<file path="src/fad_pkg.sv">
// fad_pkg: shared types and constants for the free agent dispatcher.
// No dependencies; fad_regs, fad_ctrl, fad_dp and the top use scoped names.
`default_nettype none
package fad_pkg;

  localparam int WORKERS_DEF    = 16;
  localparam int WAIT_DEPTH_DEF = 64;

  localparam int CMD_W   = 2;
  localparam int JOB_W   = 16;
  localparam int WIDX_W  = 4;
  localparam int TIME_W  = 32;
  localparam int WCNT_W  = 5;
  localparam int NACT_W  = 7;
  localparam int PADDR_W = 3;
  localparam int PDATA_W = 32;

  localparam logic [CMD_W-1:0] CMD_ARRIVE   = 2'd0;
  localparam logic [CMD_W-1:0] CMD_FINISH   = 2'd1;
  localparam logic [CMD_W-1:0] CMD_TRANSFER = 2'd2;

  localparam logic REG_WORKER_COUNT = 1'b0;
  localparam logic [WCNT_W-1:0] WORKER_COUNT_RST = 5'd16;

  typedef struct packed {
    logic [CMD_W-1:0]  command;
    logic [JOB_W-1:0]  job_id;
    logic [WIDX_W-1:0] worker_index;
    logic [TIME_W-1:0] event_time;
  } in_item_t;

  typedef struct packed {
    logic [TIME_W-1:0] out_time;
    logic [JOB_W-1:0]  out_job;
    logic [WIDX_W-1:0] out_worker;
    logic              dropped;
  } out_item_t;

  typedef struct packed {
    logic load;
    logic commit;
  } ctl_cmd_t;

  typedef struct packed {
    logic has_result;
    logic out_free;
  } dp_status_t;

endpackage
`default_nettype wire

</file>
<file path="src/fad_stream_if.sv">
// fad_stream_if: valid/ready channel carrying one item of a given payload type.
// Used with fad_pkg::in_item_t and fad_pkg::out_item_t.
`default_nettype none
interface fad_stream_if #(
  parameter type payload_t = logic
);
  logic     valid;
  logic     ready;
  payload_t data;

  modport source (output valid, output data, input ready);
  modport sink   (input valid, input data, output ready);
endinterface
`default_nettype wire

</file>
<file path="src/free_agent_dispatcher.sv">
// free_agent_dispatcher: hands jobs to a pool of workers, with a wait FIFO.
// Depends on fad_pkg, fad_stream_if, fad_regs, fad_ctrl, fad_dp, fad_ram.
//
// Usage:
//   in_if  (sink, fad_pkg::in_item_t): command 0 job arrives, 1 worker finished,
//          2 transfer request. An item is taken when valid and ready are high.
//   out_if (source, fad_pkg::out_item_t): at most one result item per input item,
//          giving the worker assigned or a dropped job, with the input time stamp.
//   APB port: register worker_count at byte address 0, written in the access
//          phase; pready is tied high. Write it only while the block is idle.
// Timing: an item is taken in the idle state and committed in the exec state;
//   no new item is taken until it is committed. A result is registered into
//   the output register at commit. The worker search and the wait-FIFO RAM
//   read of the head entry both resolve in the commit cycle.
// Stall: the output register holds one result. If it is still full when a
//   new item wants to report, the item waits in the commit stage and in_if
//   stays not ready until out_if takes the pending result.
// Reset (rst_n, synchronous): all workers idle, FIFO empty, worker_count 16.
`default_nettype none
module free_agent_dispatcher #(
  parameter int WORKERS    = fad_pkg::WORKERS_DEF,
  parameter int WAIT_DEPTH = fad_pkg::WAIT_DEPTH_DEF
) (
  input  wire logic                        clk,
  input  wire logic                        rst_n,
  fad_stream_if.sink                       in_if,
  fad_stream_if.source                     out_if,
  input  wire logic                        psel,
  input  wire logic                        penable,
  input  wire logic                        pwrite,
  input  wire logic [fad_pkg::PADDR_W-1:0] paddr,
  input  wire logic [fad_pkg::PDATA_W-1:0] pwdata,
  output logic      [fad_pkg::PDATA_W-1:0] prdata,
  output logic                             pready
);
  logic [fad_pkg::WCNT_W-1:0] worker_count;
  fad_pkg::ctl_cmd_t          cmd;
  fad_pkg::dp_status_t        st;
  fad_pkg::in_item_t          in_data;
  fad_pkg::out_item_t         out_data;

  assign in_data = in_if.data;

  fad_regs u_regs (
    .clk          (clk),
    .rst_n        (rst_n),
    .psel         (psel),
    .penable      (penable),
    .pwrite       (pwrite),
    .paddr        (paddr),
    .pwdata       (pwdata),
    .prdata       (prdata),
    .pready       (pready),
    .worker_count (worker_count)
  );

  fad_ctrl u_ctrl (
    .clk      (clk),
    .rst_n    (rst_n),
    .in_valid (in_if.valid),
    .in_ready (in_if.ready),
    .st       (st),
    .cmd      (cmd)
  );

  fad_dp #(
    .WORKERS    (WORKERS),
    .WAIT_DEPTH (WAIT_DEPTH)
  ) u_dp (
    .clk          (clk),
    .rst_n        (rst_n),
    .cmd          (cmd),
    .st           (st),
    .in_data      (in_data),
    .worker_count (worker_count),
    .out_valid    (out_if.valid),
    .out_ready    (out_if.ready),
    .out_data     (out_data)
  );

  assign out_if.data = out_data;
endmodule
`default_nettype wire

</file>
<file path="src/fad_ram.sv">
// fad_ram: generic single write port, single read port RAM with registered read.
// No dependencies.
`default_nettype none
module fad_ram #(
  parameter int WIDTH = 16,
  parameter int DEPTH = 64
) (
  input  wire logic                     clk,
  input  wire logic                     we,
  input  wire logic [$clog2(DEPTH)-1:0] waddr,
  input  wire logic [WIDTH-1:0]         wdata,
  input  wire logic [$clog2(DEPTH)-1:0] raddr,
  output logic      [WIDTH-1:0]         rdata
);
  logic [WIDTH-1:0] mem [DEPTH];

  always_ff @(posedge clk) begin
    if (we) begin
      mem[waddr] <= wdata;
    end
    rdata <= mem[raddr];
  end
endmodule
`default_nettype wire

</file>
<file path="src/fad_regs.sv">
// fad_regs: APB-style configuration register (worker_count).
// Depends on fad_pkg.
`default_nettype none
module fad_regs (
  input  wire logic                          clk,
  input  wire logic                          rst_n,
  input  wire logic                          psel,
  input  wire logic                          penable,
  input  wire logic                          pwrite,
  input  wire logic [fad_pkg::PADDR_W-1:0]   paddr,
  input  wire logic [fad_pkg::PDATA_W-1:0]   pwdata,
  output logic      [fad_pkg::PDATA_W-1:0]   prdata,
  output logic                               pready,
  output logic      [fad_pkg::WCNT_W-1:0]    worker_count
);
  logic [fad_pkg::WCNT_W-1:0] worker_count_r;
  logic                       sel_wc;

  assign pready = 1'b1;
  assign sel_wc = (paddr[2] == fad_pkg::REG_WORKER_COUNT);

  always_ff @(posedge clk) begin
    if (!rst_n) begin
      worker_count_r <= fad_pkg::WORKER_COUNT_RST;
    end else if (psel && penable && pwrite && pready && sel_wc) begin
      worker_count_r <= pwdata[fad_pkg::WCNT_W-1:0];
    end
  end

  assign prdata = sel_wc ? {{(fad_pkg::PDATA_W-fad_pkg::WCNT_W){1'b0}}, worker_count_r}
                         : '0;
  assign worker_count = worker_count_r;
endmodule
`default_nettype wire

</file>
<file path="src/fad_ctrl.sv">
// fad_ctrl: two-state sequencer that takes one item and commits it.
// Depends on fad_pkg for the command and status structs.
`default_nettype none
module fad_ctrl (
  input  wire logic                clk,
  input  wire logic                rst_n,
  input  wire logic                in_valid,
  output logic                     in_ready,
  input  wire fad_pkg::dp_status_t st,
  output fad_pkg::ctl_cmd_t        cmd
);
  typedef enum logic [1:0] {
    S_IDLE = 2'b01,
    S_EXEC = 2'b10
  } state_t;

  state_t state_r, state_nxt;

  assign in_ready   = (state_r == S_IDLE);
  assign cmd.load   = in_valid && in_ready;
  assign cmd.commit = (state_r == S_EXEC) && (!st.has_result || st.out_free);

  always_comb begin
    state_nxt = state_r;
    case (state_r)
      S_IDLE: begin
        if (cmd.load) state_nxt = S_EXEC;
      end
      S_EXEC: begin
        if (cmd.commit) state_nxt = S_IDLE;
      end
      default: state_nxt = S_IDLE;
    endcase
  end

  always_ff @(posedge clk) begin
    if (!rst_n) begin
      state_r <= S_IDLE;
    end else begin
      state_r <= state_nxt;
    end
  end

  a_load_exec: assert property (@(posedge clk) disable iff (!rst_n)
    cmd.load |=> state_r == S_EXEC)
    else $error("accepted item did not start execution");
  a_commit_idle: assert property (@(posedge clk) disable iff (!rst_n)
    cmd.commit |=> state_r == S_IDLE && in_ready)
    else $error("commit did not return to idle");
  a_stall_hold: assert property (@(posedge clk) disable iff (!rst_n)
    (state_r == S_EXEC && !cmd.commit) |=> state_r == S_EXEC && !in_ready)
    else $error("stalled item left execution");
endmodule
`default_nettype wire

</file>
<file path="src/fad_dp.sv">
// fad_dp: worker table, wait FIFO and output register of the dispatcher.
// Depends on fad_pkg and fad_ram.
`default_nettype none
module fad_dp #(
  parameter int WORKERS    = fad_pkg::WORKERS_DEF,
  parameter int WAIT_DEPTH = fad_pkg::WAIT_DEPTH_DEF
) (
  input  wire logic                       clk,
  input  wire logic                       rst_n,
  input  wire fad_pkg::ctl_cmd_t          cmd,
  output fad_pkg::dp_status_t             st,
  input  wire fad_pkg::in_item_t          in_data,
  input  wire logic [fad_pkg::WCNT_W-1:0] worker_count,
  output logic                            out_valid,
  input  wire logic                       out_ready,
  output fad_pkg::out_item_t              out_data
);
  localparam int WI = (WORKERS > 1) ? $clog2(WORKERS) : 1;
  localparam int AW = $clog2(WAIT_DEPTH);
  localparam int CW = $clog2(WAIT_DEPTH + 1);
  localparam int JW = fad_pkg::JOB_W;
  localparam int NW = fad_pkg::NACT_W;

  fad_pkg::in_item_t  req_r;
  fad_pkg::out_item_t out_data_r;
  logic               out_valid_r;
  logic               busy_r [WORKERS];
  logic [JW-1:0]      job_r  [WORKERS];
  logic [AW-1:0]      head_r, tail_r;
  logic [CW-1:0]      count_r;

  logic [NW-1:0] n_act;
  logic          idle_hit, xfer_hit, finish_ok, fifo_full, fifo_empty;
  logic [WI-1:0] idle_idx, xfer_idx, widx;
  logic [JW-1:0] head_job;

  logic          has_res, res_drop, push, pop;
  logic [WI-1:0] res_idx;
  logic [JW-1:0] res_job;
  logic          upd_en, upd_busy;
  logic [WI-1:0] upd_idx;
  logic [JW-1:0] upd_job;

  assign n_act = ({2'b00, worker_count} > NW'(WORKERS)) ? NW'(WORKERS)
                                                         : {2'b00, worker_count};
  assign widx       = WI'(req_r.worker_index);
  assign finish_ok  = ({3'b000, req_r.worker_index} < n_act);
  assign fifo_full  = (count_r == CW'(WAIT_DEPTH));
  assign fifo_empty = (count_r == '0);

  always_comb begin
    idle_hit = 1'b0;
    idle_idx = '0;
    for (int j = WORKERS - 1; j >= 0; j--) begin
      if ((NW'(j) < n_act) && !busy_r[j]) begin
        idle_hit = 1'b1;
        idle_idx = WI'(j);
      end
    end
  end

  always_comb begin
    xfer_hit = 1'b0;
    xfer_idx = '0;
    for (int j = 0; j < WORKERS; j++) begin
      if ((NW'(j) < n_act) && busy_r[j] && (job_r[j] == req_r.job_id)) begin
        xfer_hit = 1'b1;
        xfer_idx = WI'(j);
      end
    end
  end

  always_comb begin
    has_res  = 1'b0;
    res_drop = 1'b0;
    res_idx  = '0;
    res_job  = req_r.job_id;
    push     = 1'b0;
    pop      = 1'b0;
    upd_en   = 1'b0;
    upd_busy = 1'b0;
    upd_idx  = '0;
    upd_job  = '0;
    case (req_r.command)
      fad_pkg::CMD_ARRIVE: begin
        if (idle_hit) begin
          has_res  = 1'b1;
          res_idx  = idle_idx;
          upd_en   = 1'b1;
          upd_busy = 1'b1;
          upd_idx  = idle_idx;
          upd_job  = req_r.job_id;
        end else if (fifo_full) begin
          has_res  = 1'b1;
          res_drop = 1'b1;
        end else begin
          push = 1'b1;
        end
      end
      fad_pkg::CMD_FINISH: begin
        if (finish_ok) begin
          upd_en  = 1'b1;
          upd_idx = widx;
          if (!fifo_empty) begin
            pop      = 1'b1;
            has_res  = 1'b1;
            res_idx  = widx;
            res_job  = head_job;
            upd_busy = 1'b1;
            upd_job  = head_job;
          end
        end
      end
      fad_pkg::CMD_TRANSFER: begin
        if (xfer_hit) begin
          has_res = 1'b1;
          res_idx = xfer_idx;
        end
      end
      default: ;
    endcase
  end

  assign st.has_result = has_res;
  assign st.out_free   = !out_valid_r || out_ready;

  fad_ram #(
    .WIDTH (JW),
    .DEPTH (WAIT_DEPTH)
  ) u_wait_ram (
    .clk   (clk),
    .we    (cmd.commit && push),
    .waddr (tail_r),
    .wdata (req_r.job_id),
    .raddr (head_r),
    .rdata (head_job)
  );

  always_ff @(posedge clk) begin
    if (cmd.load) begin
      req_r <= in_data;
    end
    if (cmd.commit && has_res) begin
      out_data_r.out_time   <= req_r.event_time;
      out_data_r.out_job    <= res_job;
      out_data_r.out_worker <= fad_pkg::WIDX_W'(res_idx);
      out_data_r.dropped    <= res_drop;
    end
  end

  always_ff @(posedge clk) begin
    if (!rst_n) begin
      out_valid_r <= 1'b0;
      head_r      <= '0;
      tail_r      <= '0;
      count_r     <= '0;
      for (int j = 0; j < WORKERS; j++) begin
        busy_r[j] <= 1'b0;
        job_r[j]  <= '0;
      end
    end else begin
      if (cmd.commit && has_res) begin
        out_valid_r <= 1'b1;
      end else if (out_ready) begin
        out_valid_r <= 1'b0;
      end
      if (cmd.commit) begin
        if (upd_en) begin
          busy_r[upd_idx] <= upd_busy;
          job_r[upd_idx]  <= upd_job;
        end
        if (push) begin
          tail_r  <= (tail_r == AW'(WAIT_DEPTH - 1)) ? '0 : tail_r + 1'b1;
          count_r <= count_r + 1'b1;
        end
        if (pop) begin
          head_r  <= (head_r == AW'(WAIT_DEPTH - 1)) ? '0 : head_r + 1'b1;
          count_r <= count_r - 1'b1;
        end
      end
    end
  end

  assign out_valid = out_valid_r;
  assign out_data  = out_data_r;

  a_count_range: assert property (@(posedge clk) disable iff (!rst_n)
    count_r <= CW'(WAIT_DEPTH))
    else $error("wait FIFO count overflow");
  a_ptr_match: assert property (@(posedge clk) disable iff (!rst_n)
    (count_r == '0 || count_r == CW'(WAIT_DEPTH)) |-> head_r == tail_r)
    else $error("wait FIFO pointers disagree with count");
  a_result_out: assert property (@(posedge clk) disable iff (!rst_n)
    (cmd.commit && has_res) |=> out_valid_r)
    else $error("committed result not presented");
  a_count_commit: assert property (@(posedge clk) disable iff (!rst_n)
    !cmd.commit |=> $stable(count_r))
    else $error("wait FIFO changed without commit");
endmodule
`default_nettype wire

</file>
<file path="src/flat_wrapper.sv">
// flat-port wrapper written by rule: the top's interface ports become plain ports
module free_agent_dispatcher_flat import fad_pkg::*;
#(
  parameter int WORKERS    = fad_pkg::WORKERS_DEF,
  parameter int WAIT_DEPTH = fad_pkg::WAIT_DEPTH_DEF
)
  (clk, rst_n, psel, penable, pwrite, paddr, pwdata, prdata, pready, in_if_valid, in_if_data, in_if_ready, out_if_valid, out_if_data, out_if_ready);
  fad_stream_if #(.payload_t(in_item_t)) in_if_i ();
  fad_stream_if #(.payload_t(out_item_t)) out_if_i ();
  input  wire logic clk;
  input  wire logic rst_n;
  input  wire logic psel;
  input  wire logic penable;
  input  wire logic pwrite;
  input  wire logic [fad_pkg::PADDR_W-1:0] paddr;
  input  wire logic [fad_pkg::PDATA_W-1:0] pwdata;
  output logic      [fad_pkg::PDATA_W-1:0] prdata;
  output logic pready;
  input wire logic [$bits(in_if_i.valid)-1:0] in_if_valid;
  input wire logic [$bits(in_if_i.data)-1:0] in_if_data;
  output wire logic [$bits(in_if_i.ready)-1:0] in_if_ready;
  output wire logic [$bits(out_if_i.valid)-1:0] out_if_valid;
  output wire logic [$bits(out_if_i.data)-1:0] out_if_data;
  input wire logic [$bits(out_if_i.ready)-1:0] out_if_ready;
  assign in_if_i.valid = in_if_valid;
  assign in_if_i.data = in_if_data;
  assign in_if_ready = in_if_i.ready;
  assign out_if_valid = out_if_i.valid;
  assign out_if_data = out_if_i.data;
  assign out_if_i.ready = out_if_ready;
  free_agent_dispatcher #(.WORKERS(WORKERS), .WAIT_DEPTH(WAIT_DEPTH)) u_core (.clk(clk), .rst_n(rst_n), .in_if(in_if_i), .out_if(out_if_i), .psel(psel), .penable(penable), .pwrite(pwrite), .paddr(paddr), .pwdata(pwdata), .prdata(prdata), .pready(pready));
endmodule
</file>
<file path="config.mk">
export PLATFORM = sky130hd
export DESIGN_NAME = free_agent_dispatcher_flat
export DESIGN_NICKNAME = d
export VERILOG_FILES = /design/src/fad_pkg.sv /design/src/fad_stream_if.sv /design/src/free_agent_dispatcher.sv /design/src/fad_ram.sv /design/src/fad_regs.sv /design/src/fad_ctrl.sv /design/src/fad_dp.sv /design/src/flat_wrapper.sv
export SDC_FILE = /design/constraint.sdc
export NUM_CORES = 2
export LEC_CHECK = 0
export ABC_AREA = 1
export ABC_CLOCK_PERIOD_IN_PS = 13800
export BUFFER_PORTS_ARGS = -buffer_cell sky130_fd_sc_hd__buf_2
export CAP_MARGIN = 10
export CORE_MARGIN = 2
export CORE_UTILIZATION = 52
export DETAILED_ROUTE_END_ITERATION = 6
export PLACE_DENSITY_LB_ADDON = 0.25
export SYNTH_ARGS = -nofsm -noshare
export SYNTH_HDL_FRONTEND = slang
export SYNTH_SLANG_ARGS = --single-unit
</file>
<file path="constraint.sdc">
create_clock -name clk -period 13.8 [get_ports clk]
set_input_delay 2.76 -clock clk [delete_from_list [all_inputs] [get_ports clk]]
set_output_delay 2.76 -clock clk [all_outputs]
set_load 0.01 [all_outputs]
</file>
==> impl_results.md <==
* Status: finished clean
* Port Buffers at 126
* Top post-synthesis cells by area: edfxtp_1 (70%), nor2_1 (6.5%), o21ai_0 (5.7%), nand2_1 (3.9%), dfxtp_1 (2.0%)
* Post-synthesis area per instance at 11.9 um^2
* Fin crit period at 6780 ps
* Post-synthesis mux area share at 0%
* Gr usage total at 28.0%
* Synth Area in XOR/XNOR at 1.12%
* Cts hold-fix bufs at 0
* # nets final at 5235
* Die area at 117000 um^2
* Clock transition at path regs at 60 ps
* Synth Area in Simple Gates at 12.9%
* # rows at 124
* Delay-heaviest family, CP: simple AND/OR/NAND/NOR gates
* Hold depth at 0
* Synthesized cell area at 59600 um^2
* Maximum clock path buffer count at 3
* CP max FO at 74
* Netlist cell types at 50
* Sequential fraction of the synthesis area at 71.8%
* Cts bufs inserted at 148
* Max-slew violation count at 0
* Pin slew with the least headroom to its limit at 1290 ps
* Worst path cell trace: buf_4, clkinv_1, o21ai_0, nor2_1, nand2_1, nor2_1, nand4_1, nand3_1, nor2_1, nand2_1, nand2_1, nand3_1, nand2_2, nand3_1, nor2_1, nand3_1, nor2_1, buf_4
* Required @ worst endpoint at 14270 ps
* Synth Area in Adders at 0.243%
* Compound-cell area share of the yosys netlist at 10.3%
* Reg2reg path depth at 18
* Die extent in y at 343 um
* Post-CTS Repair Setup Buffers at 0
* RSZ-0062 raised after global routing: no
* Syn-to-layout area delta at 11.9%
* Synth area leader: edfxtp_1
* Arrival time worst endpoint at 7250 ps
* Vias in the first global route at 37.9k
* Die X at 343 um
* CORE AREA at 114000 um^2
* Area after DPL at 61900 um^2
* Ys flop type: edfxtp_1
* Post-route ant nets at 0
* Synth async-reset ratio at 0%
* FF+latch count, synth at 1446
* R2r setup slk at 7020 ps
* Leakage power at 23.0 nW
* Routed vias/inst at 6.03
* VDD IR-drop max at 125 uV
* CP max stage cell: clkinv_1
* Final setup viols at 0
* CP Launch Type: flip-flop
* 1st-pass router iterations at 6
* Fmax at 148 MHz
* First-pass GRT wire length at 242000 um
* # H-tree levels at 4
* Total gr overflow at 0
* CP dominant cell by count: nor2_1
* GPL Wtd Cong at 0.940
* # clock sinks at 1446
* Drt total wl at 167000 um
* Cts repair resizes at 0
* Initial core utilization at 52.3%
* Top cell type's share of synthesized area at 69.8%
* Critical path capture point type: flip-flop
* Max-cap violations at 0
* CTS tree: built
* EDFF count, synth at 1387
* Power Density at 138 nW/um^2
* Initial antenna violation count at 6
* Worst skew pair latency at 780 ps
* Root Driver: clkbuf_16
* Final worst-path cycle share at 49.1%
* Worst hold path class: reg2reg
* Layout Skew at 35.7 ps
* Ports at 184
* Post-layout instance area at 66800 um^2
* Vias at 40.8k
* WP depth at 18
* Routed wire per std cell at 24.7 um
* Layout cells sized above 1 at 10.1%
* Rel. slew slack at 14.2%
* Cells after synthesis at 5027
* Final core utilization at 58.5%
* CP Buf/Inv Count at 3
* DRC errors left at 0
* Initial DRC Count at 5087
* Worst hold slack at 402 ps
* Largest net degree at the start of global routing at 233
* HPWL after DPL at 94100 um
* CP max stage delay at 1040 ps
* Ys Warns at 0
* Non-filler cells, final at 6757
* Largest family of logic cells by synthesized area: simple AND/OR/NAND/NOR gates
* Setup TNS at 0 ps
* Crit Path Category: reg2reg
* Hold Vio Cnt, Final at 0
* Post-Place Cells at 6490
-- path summary, 6_finish.rpt --
| kind | from | to |
|---|---|---|
| max | u_core.u_dp.req_r[47] | u_core.u_dp.u_wait_ram.mem[57][1] |
| min reg2reg | u_core.u_dp.req_r[0] | u_core.u_dp.out_data[21] |
| min | u_core.u_dp.req_r[0] | u_core.u_dp.out_data[21] |
| max reg2reg | u_core.u_dp.req_r[47] | u_core.u_dp.u_wait_ram.mem[57][1] |
-- routing by layer --
metal,wire length [um],global-route usage (%)
met5,46,0
met4,7010,12.0
met3,17000,5.29
met2,77500,43.6
met1,65400,38.8
-- layout make-up --
cell class                 count  area [um^2]
sequential                  1446        42800
multi-input combinational   3087        14800
clock buffer                 194         4030
fill                        9009        47300
inverter                     193          738
clock inverter                72          863
antenna                        1         2.50
timing repair buffer         252         1610
tap                         1512         1890
-- logic make-up (layout without fill, tap and decap cells) --
| kind of cell | Yosys count | after routing |
|---|---|---|
| simple gates | 1906 | 1906 |
| flops | 1446 | 1446 |
| compound gates | 1066 | 1066 |
| buf+inv | 520 | 711 |
| xor+xnor | 76 | 76 |
| fa+ha+maj | 11 | 11 |
| other cells | 2 | 29 |
-- cell usage after synthesis (45+ instances only) --
| cell | instances |
|---|---|
| nand2_1 | 627 |
| nor2_1 | 1025 |
| edfxtp_1 | 1387 |
| o22ai_1 | 162 |
| xor2_1 | 45 |
| inv_1 | 175 |
| dfxtp_1 | 59 |
| o221ai_1 | 101 |
| clkbuf_1 | 240 |
| nand3_1 | 150 |
| a21oi_1 | 47 |
| o21ai_0 | 678 |
-- power by group --
part | switching [W] | total (W) | internal, W
clock network | 0.00170 | 0.00403 | 0.00234
logic | 0.000229 | 0.000283 | 0.0000542
registers | 0.0000192 | 0.00487 | 0.00485
-- through the flow --
stage	power, W	worst slack [ps]
2_1_floorplan	0.00512	8110
3_3_place_gp	0.00524	7310
3_5_place_dp	0.00524	7190
4_1_cts	0.00921	7170
5_1_grt	0.00941	6650
6_report	0.00919	7020
-- placed cells by master (no fill, tap or decap), types with 4 or more instances in the layout --
cell	count
edfxtp_1	1387
nor2_1	1023
o21ai_0	678
nand2_1	627
inv_1	171
o22ai_1	162
clkbuf_16	151
nand3_1	150
buf_2	126
buf_4	123
o221ai_1	101
dfxtp_1	56
a21oi_1	47
xor2_1	45
o211ai_1	37
nand4_1	37
clkbuf_1	34
xnor2_1	31
conb_1	28
clkinv_1	27
clkinv_2	22
nor3_1	16
a31oi_1	14
bufinv_16	14
inv_2	13
ha_1	10
or2_2	9
clkbuf_8	9
nand3_2	8
nand4_2	8
nand2_2	6
a221o_1	6
o21bai_1	5
or2_1	5
inv_6	5
nor2_2	4
-- worst reg2reg max path: cells and delay by family (launching register included) --
kind / cells / cell delay [ps]
AOI/OAI and AO/OA: 1 / 510
buffers and inverters: 3 / 2190
DFF: 1 / 330
and+or+nand+nor: 14 / 3460
-- sequential cells by signal, summed over array words and instances (netlist names) --
name and flops:
u_core.u_dp.u_wait_ram.mem 1024, u_core.u_dp.u_wait_ram.rdata 16, u_core.u_dp.count_r 7, u_core.u_dp.tail_r 6
u_core.u_regs.worker_count 5, u_core.u_dp.req_r 50, u_core.u_dp.head_r 6, u_core.u_ctrl.state_r 2
u_core.u_dp.out_data 53, u_core.u_dp.busy_r 16, u_core.u_dp.job_r 256, u_core.u_dp.out_valid 1
u_core.u_dp.widx 4
No activity file was read; power rests on OpenSTA's default activity.
